<file path="config.mk">
export PLATFORM = sky130hd
export DESIGN_NAME = surface_alpha_colorkey_blend_flat
export DESIGN_NICKNAME = d
export VERILOG_FILES = /design/src/rtl/core/sacb_pkg.sv /design/src/rtl/core/sacb_if.sv /design/src/rtl/core/surface_alpha_colorkey_blend.sv /design/src/flat_wrapper.sv
export SDC_FILE = /design/constraint.sdc
export NUM_CORES = 1
export LEC_CHECK = 0
export ABC_AREA = 1
export BUFFER_PORTS_ARGS = -buffer_cell sky130_fd_sc_hd__buf_2
export CAP_MARGIN = 20
export CORE_MARGIN = 2
export CORE_UTILIZATION = 50
export CTS_BUF_LIST = sky130_fd_sc_hd__clkbuf_4 sky130_fd_sc_hd__clkbuf_8
export DETAILED_ROUTE_END_ITERATION = 10
export GPL_ROUTABILITY_DRIVEN = 0
export PLACE_DENSITY = 0.7
export REMOVE_ABC_BUFFERS = 1
export SYNTH_ARGS = -nofsm -noshare
export SYNTH_HDL_FRONTEND = slang
export SYNTH_SLANG_ARGS = --single-unit
</file>
<file path="constraint.sdc">
create_clock -name i_clk -period 10.69 [get_ports i_clk]
set_clock_uncertainty 0.2 [all_clocks]
set_input_delay 0.5345 -clock i_clk [delete_from_list [all_inputs] [get_ports i_clk]]
set_output_delay 0.5345 -clock i_clk [all_outputs]
set_load 0.005 [all_outputs]
</file>
<file path="src/rtl/core/sacb_pkg.sv">
// Shared types, constants and the channel blend function for the
// surface alpha / color key blend block. No dependencies.
`timescale 1ns / 1ps

package sacb_pkg;

    localparam int PIXEL_W   = 32;
    localparam int CHAN_W    = 8;
    localparam int FRAC_BITS = 8;
    localparam int PADDR_W   = 4;
    localparam int PDATA_W   = 32;

    typedef enum logic [1:0] {
        DEPTH_8   = 2'd0,
        DEPTH_565 = 2'd1,
        DEPTH_24  = 2'd2,
        DEPTH_32  = 2'd3
    } t_depth;

    typedef enum logic [1:0] {
        REG_DEPTH_MODE    = 2'd0,
        REG_SURFACE_ALPHA = 2'd1,
        REG_KEY_COLOR     = 2'd2,
        REG_KEY_ENABLE    = 2'd3
    } t_reg_idx;

    localparam t_depth             RST_DEPTH_MODE = DEPTH_32;
    localparam logic [CHAN_W-1:0]  RST_ALPHA      = 8'hFF;
    localparam logic [PIXEL_W-1:0] RST_KEY_COLOR  = '0;
    localparam logic               RST_KEY_EN     = 1'b0;

    // d + floor(a * (s - d) / 256); the result always lies between d and s,
    // so the sum wraps back into range when taken modulo 2^CHAN_W.
    function automatic logic [CHAN_W-1:0] mix_chan(
        input logic [CHAN_W-1:0] s,
        input logic [CHAN_W-1:0] d,
        input logic [CHAN_W-1:0] a
    );
        logic signed [CHAN_W:0]       diff;
        logic signed [2*CHAN_W+1:0]   prod;
        diff = signed'({1'b0, s}) - signed'({1'b0, d});
        prod = diff * signed'({1'b0, a});
        return d + prod[FRAC_BITS +: CHAN_W];
    endfunction

endpackage

</file>
<file path="src/rtl/core/sacb_if.sv">
// Valid/ready channel interfaces for pixel pairs in and blended pixels out.
// Depends on sacb_pkg.
`timescale 1ns / 1ps

interface sacb_in_if
    import sacb_pkg::*;
();
    logic               valid;
    logic               ready;
    logic [PIXEL_W-1:0] src_pix;
    logic [PIXEL_W-1:0] dst_pix;

    modport source (output valid, output src_pix, output dst_pix, input ready);
    modport sink   (input valid, input src_pix, input dst_pix, output ready);
endinterface

interface sacb_out_if
    import sacb_pkg::*;
();
    logic               valid;
    logic               ready;
    logic [PIXEL_W-1:0] out_pixel;
    logic               keyed_out;

    modport source (output valid, output out_pixel, output keyed_out, input ready);
    modport sink   (input valid, input out_pixel, input keyed_out, output ready);
endinterface

</file>
<file path="src/rtl/core/surface_alpha_colorkey_blend.sv">
// Surface alpha / color key blend: top level with APB register file and
// two-stage pixel pipeline. Depends on sacb_pkg and sacb_if.
//
// One pixel pair (source, destination) per transaction goes in, one
// composited pixel comes out. A new transaction can be taken every cycle
// while ready is high: the pair lands in an input register, the blend
// (three 8x9 multipliers, one per color channel lane) sits between that
// register and the result register that drives o_pix.valid (two register
// stages from the input pins to the output), and throughput is one pixel
// per clock without consumer stalls. The result register keeps the
// input side moving while a finished pixel waits for the consumer; ready
// only drops when both stages are full and the consumer stalls. Each
// channel gets d + floor(alpha*(s-d)/256). Depth modes: 8-bit, RGB565
// (fields blended separately), 24-bit, and 32-bit with the top byte taken
// from the destination. Bits above the format are ignored on input and
// zero on output. With keying on, a source equal to the low bits of the
// key passes the masked destination through and flags keyed_out.
// Registers (APB, byte address 4*i): 0 depth_mode, 1 surface_alpha,
// 2 key_color, 3 key_enable. Write them only while the pipeline is empty.
`timescale 1ns / 1ps

module surface_alpha_colorkey_blend
    import sacb_pkg::*;
(
    input  logic               i_clk,
    input  logic               i_rst_n,
    // configuration port
    input  logic               psel,
    input  logic               penable,
    input  logic               pwrite,
    input  logic [PADDR_W-1:0] paddr,
    input  logic [PDATA_W-1:0] pwdata,
    output logic [PDATA_W-1:0] prdata,
    output logic               pready,
    // pixel channels
    sacb_in_if.sink            i_pix,
    sacb_out_if.source         o_pix
);

    // ------------------------------------------------------------------
    // Register file
    // ------------------------------------------------------------------
    t_depth             r_depth;
    logic [CHAN_W-1:0]  r_alpha;
    logic [PIXEL_W-1:0] r_key;
    logic               r_key_en;

    t_reg_idx w_reg_sel;
    logic     w_cfg_wr;

    assign pready    = 1'b1;
    assign w_reg_sel = t_reg_idx'(paddr[PADDR_W-1:2]);
    assign w_cfg_wr  = psel && penable && pwrite;

    always_ff @(posedge i_clk) begin
        if (!i_rst_n) begin
            r_depth  <= RST_DEPTH_MODE;
            r_alpha  <= RST_ALPHA;
            r_key    <= RST_KEY_COLOR;
            r_key_en <= RST_KEY_EN;
        end else if (w_cfg_wr) begin
            case (w_reg_sel)
                REG_DEPTH_MODE:    r_depth  <= t_depth'(pwdata[1:0]);
                REG_SURFACE_ALPHA: r_alpha  <= pwdata[CHAN_W-1:0];
                REG_KEY_COLOR:     r_key    <= pwdata[PIXEL_W-1:0];
                REG_KEY_ENABLE:    r_key_en <= pwdata[0];
                default: ;
            endcase
        end
    end

    // Read back: plain mux on the register index
    always_comb begin
        prdata = '0;
        case (w_reg_sel)
            REG_DEPTH_MODE:    prdata = {{(PDATA_W-2){1'b0}}, r_depth};
            REG_SURFACE_ALPHA: prdata = {{(PDATA_W-CHAN_W){1'b0}}, r_alpha};
            REG_KEY_COLOR:     prdata = r_key;
            REG_KEY_ENABLE:    prdata = {{(PDATA_W-1){1'b0}}, r_key_en};
            default:           prdata = '0;
        endcase
    end

    // ------------------------------------------------------------------
    // Pipeline control: stage 1 = input register, stage 2 = result register
    // ------------------------------------------------------------------
    logic               r_s1_valid;
    logic [PIXEL_W-1:0] r_src;
    logic [PIXEL_W-1:0] r_dst;
    logic               r_out_valid;
    logic [PIXEL_W-1:0] r_out_pixel;
    logic               r_keyed;

    logic w_s2_ready;
    logic w_s1_ready;
    logic w_in_take;
    logic w_s1_adv;

    // Stage 2 frees up when empty or when the consumer takes its pixel
    assign w_s2_ready = !r_out_valid || o_pix.ready;
    assign w_s1_ready = !r_s1_valid || w_s2_ready;
    assign w_in_take  = i_pix.valid && w_s1_ready;
    assign w_s1_adv   = r_s1_valid && w_s2_ready;

    assign i_pix.ready = w_s1_ready;

    always_ff @(posedge i_clk) begin
        if (!i_rst_n) begin
            r_s1_valid <= 1'b0;
        end else if (w_s1_ready) begin
            r_s1_valid <= i_pix.valid;
        end
    end

    // Hold the pair until stage 2 takes it
    always_ff @(posedge i_clk) begin
        if (w_in_take) begin
            r_src <= i_pix.src_pix;
            r_dst <= i_pix.dst_pix;
        end
    end

    // ------------------------------------------------------------------
    // Blend datapath (between stage 1 and stage 2)
    // ------------------------------------------------------------------
    logic [PIXEL_W-1:0] w_mask;
    logic [PIXEL_W-1:0] w_src_m;
    logic [PIXEL_W-1:0] w_dst_m;
    logic               w_key_hit;
    logic [CHAN_W-1:0]  w_s_ln [3];
    logic [CHAN_W-1:0]  w_d_ln [3];
    logic [CHAN_W-1:0]  w_mix  [3];
    logic [PIXEL_W-1:0] w_blend;
    logic [PIXEL_W-1:0] n_out_pixel;
    logic               n_keyed;

    always_comb begin
        case (r_depth)
            DEPTH_8:   w_mask = 32'h0000_00FF;
            DEPTH_565: w_mask = 32'h0000_FFFF;
            DEPTH_24:  w_mask = 32'h00FF_FFFF;
            default:   w_mask = 32'hFFFF_FFFF;
        endcase
    end

    assign w_src_m   = r_src & w_mask;
    assign w_dst_m   = r_dst & w_mask;
    assign w_key_hit = r_key_en && (w_src_m == (r_key & w_mask));

    // Steer fields onto three 8-bit lanes; narrow fields are zero-extended
    always_comb begin
        case (r_depth)
            DEPTH_8: begin
                w_s_ln[0] = w_src_m[7:0];
                w_d_ln[0] = w_dst_m[7:0];
                w_s_ln[1] = '0;
                w_d_ln[1] = '0;
                w_s_ln[2] = '0;
                w_d_ln[2] = '0;
            end
            DEPTH_565: begin
                w_s_ln[0] = {3'b000, w_src_m[4:0]};
                w_d_ln[0] = {3'b000, w_dst_m[4:0]};
                w_s_ln[1] = {2'b00, w_src_m[10:5]};
                w_d_ln[1] = {2'b00, w_dst_m[10:5]};
                w_s_ln[2] = {3'b000, w_src_m[15:11]};
                w_d_ln[2] = {3'b000, w_dst_m[15:11]};
            end
            default: begin
                w_s_ln[0] = w_src_m[7:0];
                w_d_ln[0] = w_dst_m[7:0];
                w_s_ln[1] = w_src_m[15:8];
                w_d_ln[1] = w_dst_m[15:8];
                w_s_ln[2] = w_src_m[23:16];
                w_d_ln[2] = w_dst_m[23:16];
            end
        endcase
    end

    for (genvar g = 0; g < 3; g++) begin : g_lane
        assign w_mix[g] = mix_chan(w_s_ln[g], w_d_ln[g], r_alpha);
    end

    always_comb begin
        case (r_depth)
            DEPTH_8:   w_blend = {24'h0, w_mix[0]};
            DEPTH_565: w_blend = {16'h0, w_mix[2][4:0], w_mix[1][5:0], w_mix[0][4:0]};
            DEPTH_24:  w_blend = {8'h0, w_mix[2], w_mix[1], w_mix[0]};
            default:   w_blend = {w_dst_m[31:24], w_mix[2], w_mix[1], w_mix[0]};
        endcase
    end

    // Keyed pixel: pass the masked destination through
    assign n_out_pixel = w_key_hit ? w_dst_m : w_blend;
    assign n_keyed     = w_key_hit;

    // ------------------------------------------------------------------
    // Result register
    // ------------------------------------------------------------------
    always_ff @(posedge i_clk) begin
        if (!i_rst_n) begin
            r_out_valid <= 1'b0;
        end else if (w_s2_ready) begin
            r_out_valid <= r_s1_valid;
        end
    end

    always_ff @(posedge i_clk) begin
        if (w_s1_adv) begin
            r_out_pixel <= n_out_pixel;
            r_keyed     <= n_keyed;
        end
    end

    assign o_pix.valid     = r_out_valid;
    assign o_pix.out_pixel = r_out_pixel;
    assign o_pix.keyed_out = r_keyed;

    // ------------------------------------------------------------------
    // Assertions
    // ------------------------------------------------------------------
    // A new pair is never taken over a stage-1 pair that cannot move on
    a_no_overwrite: assert property (@(posedge i_clk) disable iff (!i_rst_n)
        w_in_take |-> (!r_s1_valid || w_s2_ready))
        else $error("stage 1 overwritten while stalled");

    // A stage-1 pair that advances shows up at the output next cycle
    a_advance_lands: assert property (@(posedge i_clk) disable iff (!i_rst_n)
        w_s1_adv |=> r_out_valid)
        else $error("advanced pixel lost before result register");

    // An untaken result is never dropped
    a_hold_result: assert property (@(posedge i_clk) disable iff (!i_rst_n)
        (r_out_valid && !o_pix.ready) |=> r_out_valid)
        else $error("result dropped while consumer stalled");

    // Input side stays open whenever the result register is free
    a_ready_when_free: assert property (@(posedge i_clk) disable iff (!i_rst_n)
        !r_out_valid |-> i_pix.ready)
        else $error("input stalled with free result register");

endmodule

</file>
<file path="src/flat_wrapper.sv">
// flat-port wrapper written by rule: the top's interface ports become plain ports
module surface_alpha_colorkey_blend_flat import sacb_pkg::*;
  (i_clk, i_rst_n, psel, penable, pwrite, paddr, pwdata, prdata, pready, i_pix_valid, i_pix_src_pix, i_pix_dst_pix, i_pix_ready, o_pix_valid, o_pix_out_pixel, o_pix_keyed_out, o_pix_ready);
  sacb_in_if i_pix_i ();
  sacb_out_if o_pix_i ();
  input  logic i_clk;
  input  logic i_rst_n;
  input  logic psel;
  input  logic penable;
  input  logic pwrite;
  input  logic [PADDR_W-1:0] paddr;
  input  logic [PDATA_W-1:0] pwdata;
  output logic [PDATA_W-1:0] prdata;
  output logic pready;
  input wire logic [$bits(i_pix_i.valid)-1:0] i_pix_valid;
  input wire logic [$bits(i_pix_i.src_pix)-1:0] i_pix_src_pix;
  input wire logic [$bits(i_pix_i.dst_pix)-1:0] i_pix_dst_pix;
  output wire logic [$bits(i_pix_i.ready)-1:0] i_pix_ready;
  output wire logic [$bits(o_pix_i.valid)-1:0] o_pix_valid;
  output wire logic [$bits(o_pix_i.out_pixel)-1:0] o_pix_out_pixel;
  output wire logic [$bits(o_pix_i.keyed_out)-1:0] o_pix_keyed_out;
  input wire logic [$bits(o_pix_i.ready)-1:0] o_pix_ready;
  assign i_pix_i.valid = i_pix_valid;
  assign i_pix_i.src_pix = i_pix_src_pix;
  assign i_pix_i.dst_pix = i_pix_dst_pix;
  assign i_pix_ready = i_pix_i.ready;
  assign o_pix_valid = o_pix_i.valid;
  assign o_pix_out_pixel = o_pix_i.out_pixel;
  assign o_pix_keyed_out = o_pix_i.keyed_out;
  assign o_pix_i.ready = o_pix_ready;
  surface_alpha_colorkey_blend u_core (.i_clk(i_clk), .i_rst_n(i_rst_n), .psel(psel), .penable(penable), .pwrite(pwrite), .paddr(paddr), .pwdata(pwdata), .prdata(prdata), .pready(pready), .i_pix(i_pix_i), .o_pix(o_pix_i));
endmodule
</file>
==> results.toml <==
[synthesis]
ys_ff_latch = 142
synth_area_um2 = 15500
yosysWarnings = 0
synth_ff_type = "edfxtp_1"
syn_avg_cell_area_um2 = 8.085
synth_edf_count = 97
yosysSeqAreaShare = 0.2461
ys_types = 55
synthArstFlopShare = 0
postSynthCellCount = 1917

[place]
dpl_cell_area_um2 = 16690
io_buffers = 171
dp_hpwl_mm = 33.45

[sta]
relSlewSlack = 0.2676
hold_slack_ns = 0.02066
rsz0062_at_grt = "false"
finalMaxSlewViolations = 0
timing.final.crit_share = 0.8158
fmax_mhz = 114.7
period_minus_slack_ns = 8.720
fin_tns_setup_ns = 0
hold_viol = 0
tightest_slew_ns = 1.097
setup_violations = 0

[floorplanning]
std_cell_rows = 64
start_util = 0.5067
die_y_um = 180.1
pin_count = 175
core-area_um2 = 30590
fp.dieW_um = 180.1
die_area_um2 = 32420

[clock_network]
cts_buffer_depth = 2
numCtsBuffers = 17
cts_sinks = 142
clk_pin_slew_worst_paths_ns = 0.09
cts_resized = 0
root_buffer = "clkbuf_8"
cts_tree = "done"
cts_htree_levels = 4
clock_latency_ns = 0.50

[global_route]
grt-ovfl-total = 0
grt_pass1_wl_mm = 68.67
grt.total_usage = 0.2704
grt_pass1_vias = 13500
grt_max_degree = 61
antenna_found_initial = 3

[critical_path]
crit_top_cell = "nand2_1"
cp.arrival_ns = 8.77
crit_required_ns = 10.74
rr_worst_depth = 42
startpoint_type = "register"
path_max_fanout = 13
critPathKind = "register to register"
crit_path_end_kind = "register"
cp_slowest_stage_delay_ns = 0.75
critical-path-slowest-cell = "dfxtp_1"

[min_path]
hold_class = "input pin to register"
min_delay_path_depth = 1

[route]
via_per_inst = 5.248
drt_pre_antenna_iters = 7
wirelength_mm = 42.69
drt_first_iter_violations = 987
routed_wire_length_per_instance_um = 16.93
ant_nets = 0
via_count = 13230
drcViolationCount = 0

[layout]
drive_gt1_frac = 0.1182
nets = 2512
syn2layout_area_growth_pct = 13.13
final_area_um2 = 17530

[run_status]
outcome = "finished clean"

[job]
cap_violations = 0
==> layer usage <==
metal  share of wire  wire, um  vias up  global-route usage
li1                -         -     6308                   -
met1            0.42     17720     6350              0.3479
met2            0.48     20500      473              0.4570
met3           0.067      2841      100             0.04305
met4           0.038      1636        0              0.1100
met5               0         0        -                   0
==> metrics by stage <==
stage / setup slack [ns] / instances / util
2_1_floorplan: 2.596 / 1867 / -
3_3_place_gp: 2.101 / 2443 / 0.5456
3_5_place_dp: 1.994 / 2443 / 0.5456
4_1_cts: 1.975 / 2519 / 0.5730
5_1_grt: 1.335 / 2521 / 0.5732
6_report: 1.970 / 2521 / 0.5732
==> layout make-up <==
class / instances / area [um2]
diodes: 2 / 5.005
well taps: 396 / 495.5
repair buffers: 224 / 1364
fillers: 2795 / 13060
inverters: 470 / 1772
multi-input cells: 1255 / 9686
clock inverters: 12 / 135.1
flip-flops and latches: 142 / 3814
clock buffers: 20 / 262.8
==> cell usage after synthesis (3+ instances only) <==
master	count	area, um2
a211oi_1	3	22.52
or2_2	10	62.56
nand4_1	15	93.84
xor2_1	43	376.6
nor3_1	10	50.05
edfxtp_1	97	2913
nand2_1	334	1254
inv_1	459	1723
inv_2	7	26.28
o21ai_0	69	345.3
nor2_1	186	698.2
buf_2	8	40.04
buf_6	3	33.78
o21ai_1	5	25.02
a221oi_1	4	35.03
a21oi_1	94	470.5
nor4_1	10	62.56
o22ai_1	23	143.9
fa_1	168	3363
dfxtp_1	45	900.9
buf_1	4	15.01
and2_1	4	25.02
clkbuf_1	32	120.1
a21o_1	5	37.54
o21bai_1	5	37.54
o211ai_1	10	75.07
clkinv_1	3	11.26
ha_1	127	1589
nand3b_1	9	67.56
nand3_1	53	265.3
xnor2_1	35	306.5
nand2_2	11	68.82
==> layout by cell type (no fill, tap or decap), types with 4 or more instances in the layout <==
cell type      instances
nor2_1               186
o21ai_0               69
nand2_2               11
inv_2                  9
nand2_1              334
inv_1                457
a21o_1                 5
nand4_1               15
buf_4                  9
a21oi_1               93
o21bai_1               5
edfxtp_1              97
o211ai_1              10
o22ai_1               23
a221oi_1               4
nand3_1               53
clkbuf_8              18
or2_2                 10
nor3_1                10
buf_2                171
dlygate4sd3_1         44
nand3b_1               9
o21ai_1                5
dfxtp_1               45
xnor2_1               35
nor4_1                10
ha_1                 127
fa_1                 168
xor2_1                43
and2_1                 4
==> cells by family after synthesis <==
group | synth area share
buffers and inverters | 0.1297
xor gates and xnor gates | 0.04408
AOI/OAI and AO/OA | 0.08356
and+or+nand+nor | 0.1768
DFF | 0.2461
other | 0.0002420
adders and majority gates | 0.3195
==> what timing repair did <==
item	4_1_cts	5_1_grt
endpoints found under the hold margin	44	0
hold buffers	44	0
setup buffers	0	0
==> final timing paths <==
kind,to,slack (ns),start
worst min-delay path,u_core.r_src[26],0.02,i_pix_src_pix[26]
worst min register to register,u_core.r_key[30],0.29,u_core.r_key[30]
worst max register to register,u_core.o_pix.out_pixel[23],1.97,u_core.r_depth[0]
worst max-delay path,u_core.o_pix.out_pixel[23],1.97,u_core.r_depth[0]
==> sequential cells by signal, summed over array words and instances (netlist names) <==
name                    count
u_core.r_alpha              8
u_core.o_pix.keyed_out      1
u_core.r_s1_valid           1
u_core.r_dst               32
u_core.o_pix.out_pixel     32
u_core.r_src               32
u_core.o_pix.valid          1
u_core.r_depth              2
u_core.r_key               32
u_core.r_key_en             1
==> worst max-delay path: cells and delay by family, from the launching register on <==
family,cells,cell delay (ns)
fa+ha+maj,8,3.35
xor+xnor,2,0.31
flops,1,0.75
compound gates,11,1.93
buf+inv,7,0.71
simple gates,14,1.23
Power is left out: the tool's default activity adds up to more than one toggle a clock period on the data nets, which glitch-free logic cannot reach.
